--- config.mk ---
export PLATFORM = sky130hd
export DESIGN_NAME = graph_reachability_dfs_flat
export DESIGN_NICKNAME = d
export VERILOG_FILES = /design/src/grd_pkg.sv /design/src/grd_if.sv /design/src/grd_ctrl.sv /design/src/grd_dpath.sv /design/src/graph_reachability_dfs.sv /design/src/flat_wrapper.sv
export SDC_FILE = /design/constraint.sdc
export NUM_CORES = 1
export LEC_CHECK = 0
export ABC_AREA = 1
export BUFFER_PORTS_ARGS = -buffer_cell sky130_fd_sc_hd__buf_4
export CORE_MARGIN = 2
export CORE_UTILIZATION = 55
export CTS_CLUSTER_DIAMETER = 30
export DETAILED_ROUTE_END_ITERATION = 6
export GPL_ROUTABILITY_DRIVEN = 0
export MAX_ROUTING_LAYER = met4
export PLACE_DENSITY = 0.71
export SLEW_MARGIN = 20
export SYNTH_ARGS = -nofsm -noshare
export SYNTH_HDL_FRONTEND = slang
export SYNTH_HIERARCHICAL = 1
export SYNTH_SLANG_ARGS = --single-unit
--- constraint.sdc ---
create_clock -name clk -period 7.03 [get_ports clk]
set_clock_uncertainty 0.1 [all_clocks]
set_input_delay 0.703 -clock clk [delete_from_list [all_inputs] [get_ports clk]]
set_output_delay 0.703 -clock clk [all_outputs]
set_load 0.05 [all_outputs]
--- src/grd_pkg.sv ---
`timescale 1ns / 1ps
// ----------------------------------------------------------------------------
// grd_pkg
// Shared types and constants of the graph reachability block.
// ----------------------------------------------------------------------------
package grd_pkg;

  // Fixed field widths
  localparam int VTX_W = 4;
  localparam int CNT_W = 5;
  localparam logic [CNT_W-1:0] CNT_RESET = 5'd16;

  // Request opcodes
  typedef enum logic [1:0] {
    OP_ADD_DIR   = 2'd0,
    OP_ADD_UNDIR = 2'd1,
    OP_QUERY     = 2'd2,
    OP_CLEAR     = 2'd3
  } op_t;

  // Controller states
  typedef enum logic [1:0] {
    ST_IDLE = 2'd0,
    ST_EXEC = 2'd1,
    ST_WALK = 2'd2,
    ST_EMIT = 2'd3
  } st_t;

  // Controller to datapath
  typedef struct packed {
    logic load_in;
    logic exec;
    logic walk;
    logic load_out;
  } cmd_t;

  // Datapath to controller
  typedef struct packed {
    logic is_walk;
    logic walk_done;
  } sts_t;

endpackage

--- src/grd_if.sv ---
`timescale 1ns / 1ps
// ----------------------------------------------------------------------------
// grd_if
// Valid/ready channels of the graph reachability block.
// ----------------------------------------------------------------------------

// Request channel
interface grd_in_if;
  logic                      valid;
  logic                      ready;
  logic [1:0]                opcode;
  logic [grd_pkg::VTX_W-1:0] first_vertex;
  logic [grd_pkg::VTX_W-1:0] second_vertex;

  modport source (output valid, opcode, first_vertex, second_vertex, input ready);
  modport sink   (input valid, opcode, first_vertex, second_vertex, output ready);
endinterface

// Result channel
interface grd_out_if;
  logic valid;
  logic ready;
  logic path_exists;
  logic status;

  modport source (output valid, path_exists, status, input ready);
  modport sink   (input valid, path_exists, status, output ready);
endinterface

// Configuration write channel
interface grd_cfg_if;
  logic                      valid;
  logic                      ready;
  logic [grd_pkg::CNT_W-1:0] vertex_count;

  modport source (output valid, vertex_count, input ready);
  modport sink   (input valid, vertex_count, output ready);
endinterface

--- src/grd_ctrl.sv ---
`timescale 1ns / 1ps
// ----------------------------------------------------------------------------
// grd_ctrl
// Sequencer: accepts a request, runs the operation or the walk, then hands
// the result to the output register.
// ----------------------------------------------------------------------------
module grd_ctrl (
  input  logic          clk,
  input  logic          rst_n,
  input  logic          in_valid,
  output logic          in_ready,
  output logic          out_valid,
  input  logic          out_ready,
  input  grd_pkg::sts_t sts,
  output grd_pkg::cmd_t cmd
);
  import grd_pkg::*;

  st_t  state_r, state_nxt;
  logic out_valid_r, out_valid_nxt;
  logic slot_free;

  assign slot_free = !out_valid_r || out_ready;

  // Next state
  always_comb begin
    state_nxt = state_r;
    unique case (state_r)
      ST_IDLE: if (in_valid) state_nxt = ST_EXEC;
      ST_EXEC: state_nxt = sts.is_walk ? ST_WALK : ST_EMIT;
      ST_WALK: if (sts.walk_done) state_nxt = ST_EMIT;
      ST_EMIT: if (slot_free) state_nxt = ST_IDLE;
      default: state_nxt = ST_IDLE;
    endcase
  end

  // Outputs
  always_comb begin
    cmd      = '0;
    in_ready = 1'b0;
    unique case (state_r)
      ST_IDLE: begin
        in_ready    = 1'b1;
        cmd.load_in = in_valid;
      end
      ST_EXEC: cmd.exec = 1'b1;
      ST_WALK: cmd.walk = 1'b1;
      ST_EMIT: cmd.load_out = slot_free;
      default: ;
    endcase
  end

  // Output valid flag
  always_comb begin
    out_valid_nxt = out_valid_r;
    if (cmd.load_out) begin
      out_valid_nxt = 1'b1;
    end else if (out_ready) begin
      out_valid_nxt = 1'b0;
    end
  end

  always_ff @(posedge clk) begin
    if (!rst_n) begin
      state_r     <= ST_IDLE;
      out_valid_r <= 1'b0;
    end else begin
      state_r     <= state_nxt;
      out_valid_r <= out_valid_nxt;
    end
  end

  assign out_valid = out_valid_r;

endmodule

--- src/grd_dpath.sv ---
`timescale 1ns / 1ps
// ----------------------------------------------------------------------------
// grd_dpath
// Adjacency matrix, vertex count, visited and pending marks, the
// one-row-per-cycle walk step and the output register.
// ----------------------------------------------------------------------------
module grd_dpath #(
  parameter int MAX_VERTICES = 16
) (
  input  logic                      clk,
  input  logic                      rst_n,
  input  grd_pkg::cmd_t             cmd,
  output grd_pkg::sts_t             sts,
  input  logic [1:0]                in_opcode,
  input  logic [grd_pkg::VTX_W-1:0] in_first,
  input  logic [grd_pkg::VTX_W-1:0] in_second,
  input  logic                      cfg_we,
  input  logic [grd_pkg::CNT_W-1:0] cfg_count,
  output logic                      out_path_exists,
  output logic                      out_status
);
  import grd_pkg::*;

  localparam int VW = (MAX_VERTICES > 1) ? $clog2(MAX_VERTICES) : 1;

  op_t                     op_r;
  logic [VTX_W-1:0]        a_r;
  logic [VTX_W-1:0]        b_r;
  logic [CNT_W-1:0]        vc_r;
  logic [MAX_VERTICES-1:0] adj_r [MAX_VERTICES];
  logic [MAX_VERTICES-1:0] visited_r;
  logic [MAX_VERTICES-1:0] pending_r;
  logic                    out_path_r;
  logic                    out_status_r;

  logic [VW-1:0]           a_idx, b_idx, cur;
  logic [MAX_VERTICES-1:0] mask, fresh, cur_bit, start_bit;
  logic                    a_bad, b_bad, bad;

  assign a_idx = VW'(a_r);
  assign b_idx = VW'(b_r);

  // Range check against min(vertex_count, MAX_VERTICES)
  assign a_bad = (int'(a_r) >= int'(vc_r)) || (int'(a_r) >= MAX_VERTICES);
  assign b_bad = (int'(b_r) >= int'(vc_r)) || (int'(b_r) >= MAX_VERTICES);
  assign bad   = (op_r != OP_CLEAR) && (a_bad || b_bad);

  // Active vertex mask
  always_comb begin
    for (int v = 0; v < MAX_VERTICES; v++) begin
      mask[v] = (int'(vc_r) > v);
    end
  end

  // Pick the highest pending vertex
  always_comb begin
    cur = '0;
    for (int v = 0; v < MAX_VERTICES; v++) begin
      if (pending_r[v]) cur = VW'(v);
    end
  end

  always_comb begin
    cur_bit      = '0;
    cur_bit[cur] = 1'b1;
    start_bit        = '0;
    start_bit[a_idx] = 1'b1;
  end

  assign fresh = adj_r[cur] & mask & ~visited_r;

  // Status to controller
  assign sts.is_walk   = (op_r == OP_QUERY) && !bad;
  assign sts.walk_done = (pending_r == '0);

  // Request capture
  always_ff @(posedge clk) begin
    if (cmd.load_in) begin
      op_r <= op_t'(in_opcode);
      a_r  <= in_first;
      b_r  <= in_second;
    end
  end

  // Vertex count register
  always_ff @(posedge clk) begin
    if (!rst_n) begin
      vc_r <= CNT_RESET;
    end else if (cfg_we) begin
      vc_r <= cfg_count;
    end
  end

  // Adjacency matrix
  always_ff @(posedge clk) begin
    if (!rst_n) begin
      for (int r = 0; r < MAX_VERTICES; r++) adj_r[r] <= '0;
    end else if (cmd.exec) begin
      case (op_r)
        OP_CLEAR: begin
          for (int r = 0; r < MAX_VERTICES; r++) adj_r[r] <= '0;
        end
        OP_ADD_DIR: begin
          if (!bad) adj_r[a_idx][b_idx] <= 1'b1;
        end
        OP_ADD_UNDIR: begin
          if (!bad) begin
            adj_r[a_idx][b_idx] <= 1'b1;
            adj_r[b_idx][a_idx] <= 1'b1;
          end
        end
        default: ;
      endcase
    end
  end

  // Walk: seed with the start vertex, then expand one vertex per cycle
  always_ff @(posedge clk) begin
    if (cmd.exec && sts.is_walk) begin
      visited_r <= start_bit;
      pending_r <= start_bit;
    end else if (cmd.walk && !sts.walk_done) begin
      visited_r <= visited_r | fresh;
      pending_r <= (pending_r & ~cur_bit) | fresh;
    end
  end

  // Output register
  always_ff @(posedge clk) begin
    if (cmd.load_out) begin
      out_path_r   <= sts.is_walk && visited_r[b_idx];
      out_status_r <= bad;
    end
  end

  assign out_path_exists = out_path_r;
  assign out_status      = out_status_r;

endmodule

--- src/graph_reachability_dfs.sv ---
`timescale 1ns / 1ps
// ----------------------------------------------------------------------------
// graph_reachability_dfs
// Reachability over a directed graph kept as an adjacency bit matrix.
// ----------------------------------------------------------------------------
//  channel  | dir | handshake     | payload
//  in_req   | in  | valid / ready | opcode, first_vertex, second_vertex
//  out_rsp  | out | valid / ready | path_exists, status
//  cfg_wr   | in  | valid / ready | vertex_count (always ready)
//
//  Edge ops, clear and rejected requests pass through the EXEC and EMIT
//  states after accept; a query walks between them (WALK state), reading
//  one adjacency row per cycle, one row per vertex reached (at most
//  MAX_VERTICES), until no vertex is pending. EMIT loads the result into
//  the output register once that register is free or being read.
//  One request is in flight at a time; a result waits in the output register
//  while the next request is accepted and worked on.
//  Synchronous reset clears the graph and sets vertex_count to 16.
// ----------------------------------------------------------------------------
module graph_reachability_dfs #(
  parameter int MAX_VERTICES = 16
) (
  input  logic clk,
  input  logic rst_n,
  grd_in_if.sink    in_req,
  grd_out_if.source out_rsp,
  grd_cfg_if.sink   cfg_wr
);
  import grd_pkg::*;

  cmd_t cmd;
  sts_t sts;

  assign cfg_wr.ready = 1'b1;

  // Sequencer
  grd_ctrl u_ctrl (
    .clk       (clk),
    .rst_n     (rst_n),
    .in_valid  (in_req.valid),
    .in_ready  (in_req.ready),
    .out_valid (out_rsp.valid),
    .out_ready (out_rsp.ready),
    .sts       (sts),
    .cmd       (cmd)
  );

  // Graph storage and walk
  grd_dpath #(
    .MAX_VERTICES (MAX_VERTICES)
  ) u_dpath (
    .clk             (clk),
    .rst_n           (rst_n),
    .cmd             (cmd),
    .sts             (sts),
    .in_opcode       (in_req.opcode),
    .in_first        (in_req.first_vertex),
    .in_second       (in_req.second_vertex),
    .cfg_we          (cfg_wr.valid),
    .cfg_count       (cfg_wr.vertex_count),
    .out_path_exists (out_rsp.path_exists),
    .out_status      (out_rsp.status)
  );

endmodule

--- src/flat_wrapper.sv ---
// flat-port wrapper written by rule: the top's interface ports become plain ports
module graph_reachability_dfs_flat import grd_pkg::*;
#(
  parameter int MAX_VERTICES = 16
)
  (clk, rst_n, in_req_valid, in_req_opcode, in_req_first_vertex, in_req_second_vertex, in_req_ready, out_rsp_valid, out_rsp_path_exists, out_rsp_status, out_rsp_ready, cfg_wr_valid, cfg_wr_vertex_count, cfg_wr_ready);
  grd_in_if in_req_i ();
  grd_out_if out_rsp_i ();
  grd_cfg_if cfg_wr_i ();
  input  logic clk;
  input  logic rst_n;
  input wire logic [$bits(in_req_i.valid)-1:0] in_req_valid;
  input wire logic [$bits(in_req_i.opcode)-1:0] in_req_opcode;
  input wire logic [$bits(in_req_i.first_vertex)-1:0] in_req_first_vertex;
  input wire logic [$bits(in_req_i.second_vertex)-1:0] in_req_second_vertex;
  output wire logic [$bits(in_req_i.ready)-1:0] in_req_ready;
  output wire logic [$bits(out_rsp_i.valid)-1:0] out_rsp_valid;
  output wire logic [$bits(out_rsp_i.path_exists)-1:0] out_rsp_path_exists;
  output wire logic [$bits(out_rsp_i.status)-1:0] out_rsp_status;
  input wire logic [$bits(out_rsp_i.ready)-1:0] out_rsp_ready;
  input wire logic [$bits(cfg_wr_i.valid)-1:0] cfg_wr_valid;
  input wire logic [$bits(cfg_wr_i.vertex_count)-1:0] cfg_wr_vertex_count;
  output wire logic [$bits(cfg_wr_i.ready)-1:0] cfg_wr_ready;
  assign in_req_i.valid = in_req_valid;
  assign in_req_i.opcode = in_req_opcode;
  assign in_req_i.first_vertex = in_req_first_vertex;
  assign in_req_i.second_vertex = in_req_second_vertex;
  assign in_req_ready = in_req_i.ready;
  assign out_rsp_valid = out_rsp_i.valid;
  assign out_rsp_path_exists = out_rsp_i.path_exists;
  assign out_rsp_status = out_rsp_i.status;
  assign out_rsp_i.ready = out_rsp_ready;
  assign cfg_wr_i.valid = cfg_wr_valid;
  assign cfg_wr_i.vertex_count = cfg_wr_vertex_count;
  assign cfg_wr_ready = cfg_wr_i.ready;
  graph_reachability_dfs #(.MAX_VERTICES(MAX_VERTICES)) u_core (.clk(clk), .rst_n(rst_n), .in_req(in_req_i), .out_rsp(out_rsp_i), .cfg_wr(cfg_wr_i));
endmodule
==> results.ini <==
[outcome]
outcome=finished, final reports clean

[logic_synthesis]
synth_nets=2187
synth_ff_type=dfxtp_1
async_flop_share=0
synth_cells=2155
synth_seq_cells=308
avgSynthCellArea_um2=7.25
synth.area.top_cells=dfxtp_1, nand2_1, o221ai_1
synth_cell_type_count=41
synth_warnings=6
synth_top_area_cell=dfxtp_1
yosys.area.top_type_share=0.338
syn-cell-area_um2=15600
seq_area_frac_synth=0.423
synth_edf_count=44

[timing]
finalSetupViolations=0
hold_viol_final=0
finalCriticalPeriod_ns=4.31
max-slew-margin-rel=0.192
tightest_slew_ns=1.21
maxSlewViolCount=0
tns_ns=0
fmax_ghz=0.232
rsz0062_at_grt=no
post-route-period-util=0.613

[power]
swShare=0.352
seqPwrFrac=0.267
power.switching_uw=2670
p_clk_frac=0.451
pwr-share-comb=0.281
p_per_area_nw_per_um2=411
p_total_uw=7600
p_leak_uw=0.00747
internal_power_uw=4920
peakVddDrop_uv=238

[setup_path]
path_class=flop to flop
cp_max_fo=47
cpPeakStageDelay_ns=0.56
critPathSlowestCell=buf_4
worst-path-buf-inv=2
end_kind=flop
cpMostUsedCell=nand2_1
arrival_ns=4.51
crit_chain=inv_1, nand2_1, nand2_1, nand2_1, nand2_1, nand2_1, nand2_1, nand2_1, nand2_1, nand2_1, nand2_1, nand2_4, nand2_4, nand2_4, nand2_2, buf_4, nand3_1, nand3_1, nand3_1, nand3_1, nand2_1, nand2_1, nand2_1
cp_top_family=simple AND/OR/NAND/NOR gates
critPathLaunchType=flop
cp_data_required_time_ns=7.23

[floorplan]
ios=25
fp.dieArea_um2=29800
die_h_um=173
start_util=0.561
coreArea_um2=27900
die_w_um=173
num_rows=61

[clock_tree]
htreeDepth=3
postCtsHoldBufs=0
cts.repair.resized=0
cts_setup_buffers=0
cts.clk_slew.worst_paths_ns=0.05
clock-sinks=308
cts_root_buf=clkbuf_16
clk_path_buf_depth=3
cts_buffers=68
worstSkewPairLatency_ns=0.57
tritoncts=built

[flow_run]
drv_cap=0

[layout]
drive_gt1_frac=0.0909
syn_to_final_growth_pct=18.2
nNetsFinal=2180
diodes=0
n_fill_cell=2366
multiInputGateArea_um2=7120
regArea_um2=6610

[global_routing]
first_global_vias=15400
grt_max_degree=102
grt_antenna_before_repair=0
grtUsageTotal=0.398
grt_pass1_wl_um=89200
overflow=0

[route]
ant_nets=0
wl_per_cell_um=22.8
wl_um=58900
dr.pass1.iters=6
drc_errors=0
drtIter0Drc=2387
vias_per_cell=6.37
vias=16400

[place]
io_buffers=23
hpwl_um=37000

[hold_path]
worstHoldPathType=input port to flop

-- Yosys cell counts (all sizes together), types with 12 or more instances --
cell type,n
nand2,515
inv,351
dfxtp,264
nand3,166
nor2,161
o221ai,155
o21ai,142
clkbuf,93
a22oi,72
nand4,64
edfxtp,44
buf,43
o211ai,17
nand3b,15
a21oi,14
ha,12
-- worst register-to-register path, cell delays in order (launching register included) --
cell      delay (ns)
edfxtp_1        0.42
inv_1           0.10
nand2_1         0.05
nand2_1         0.06
nand2_1         0.05
nand2_1         0.05
nand2_1         0.04
nand2_1         0.06
nand2_1         0.05
nand2_1         0.05
nand2_1         0.05
nand2_1         0.10
nand2_4         0.29
nand2_4         0.50
nand2_4         0.39
nand2_2         0.22
buf_4           0.56
nand3_1         0.27
nand3_1         0.18
nand3_1         0.15
nand3_1         0.14
nand2_1         0.07
nand2_1         0.08
nand2_1         0.06
-- cell type report --
type                    count  area share
well taps                 378      0.0256
clock inverters            32      0.0279
clock buffers              90       0.107
multi-input cells        1357       0.385
flip-flops and latches    308       0.358
inverters                 354      0.0721
repair buffers             59      0.0242
-- power by group through the flow --
stage | registers, µW | logic (µW) | clock network [µW]
floorplan | 2030 | 1460 | 0
global placement | 2050 | 2000 | 0
detailed placement | 2060 | 2030 | 0
CTS | 2030 | 2040 | 3440
global route | 2040 | 2290 | 3530
finish | 2030 | 2140 | 3430
-- per-stage QoR --
step | util | area [µm²] | setup WS (ns) | instances | hold slack (ns)
6_report | 0.663 | 18500 | 2.72 | 2578 | 0.235
5_1_grt | 0.663 | 18500 | 2.55 | 2578 | 0.230
4_1_cts | 0.663 | 18500 | 2.89 | 2578 | 0.232
3_5_place_dp | 0.573 | 16000 | 2.88 | 2456 | 0.351
3_3_place_gp | 0.573 | 16000 | 2.89 | 2456 | 0.342
2_1_floorplan | - | 15600 | 3.63 | 2155 | 0.329
-- routing by layer --
layer | track usage | share of wire
met1 | 0.498 | 0.37
met2 | 0.580 | 0.43
met3 | 0.111 | 0.14
met4 | 0.219 | 0.059
met5 | - | 0
-- worst paths after layout --
path	start	end	slack (ns)	cells past startpoint
min	in_req_opcode[1]	u_core/u_dpath/op_r[1]	0.23	1
min reg2reg	u_core/u_dpath/adj_r[4][12]	u_core/u_dpath/adj_r[4][12]	0.37	2
max reg2reg	u_core/u_dpath/pending_r[2]	u_core/u_dpath/pending_r[0]	2.72	23
max	u_core/u_dpath/pending_r[2]	u_core/u_dpath/pending_r[0]	2.72	23
-- flip-flops by register name, indices dropped and copies added, names as in the netlist, 2 cells and up --
register	flops
u_core/u_dpath/b_idx	4
u_core/u_dpath/op_r	2
u_core/u_dpath/vc_r	5
u_core/u_dpath/pending_r	16
u_core/u_dpath/adj_r	256
u_core/u_ctrl/state_r	2
u_core/u_dpath/visited_r	16
u_core/u_dpath/a_idx	4
-- placed cells by master (no fill, tap or decap), drive strengths merged, types with 2 or more instances in the layout --
| cell type | n |
|---|---|
| nand4 | 64 |
| nor3 | 4 |
| ha | 12 |
| a31oi | 2 |
| buf | 59 |
| nand2 | 515 |
| a22oi | 72 |
| dfxtp | 264 |
| o22ai | 5 |
| o221ai | 155 |
| clkinv | 14 |
| nor2 | 161 |
| a21boi | 4 |
| nand3 | 166 |
| clkbuf | 90 |
| a22o | 3 |
| a21oi | 14 |
| o211ai | 17 |
| o21ai | 142 |
| o21a | 2 |
| edfxtp | 44 |
| inv | 352 |
| clkinvlp | 8 |
| bufinv | 12 |
| nand3b | 15 |
-- cell families after synthesis --
group	share of synthesized area
flip-flops	0.423
other	0.000240
buffers and inverters	0.123
AND/OR/NAND/NOR	0.255
AO/OA/AOI/OAI	0.190
adder cells (fa/ha/maj)	0.00961
Power figures use the tool's default switching activity.
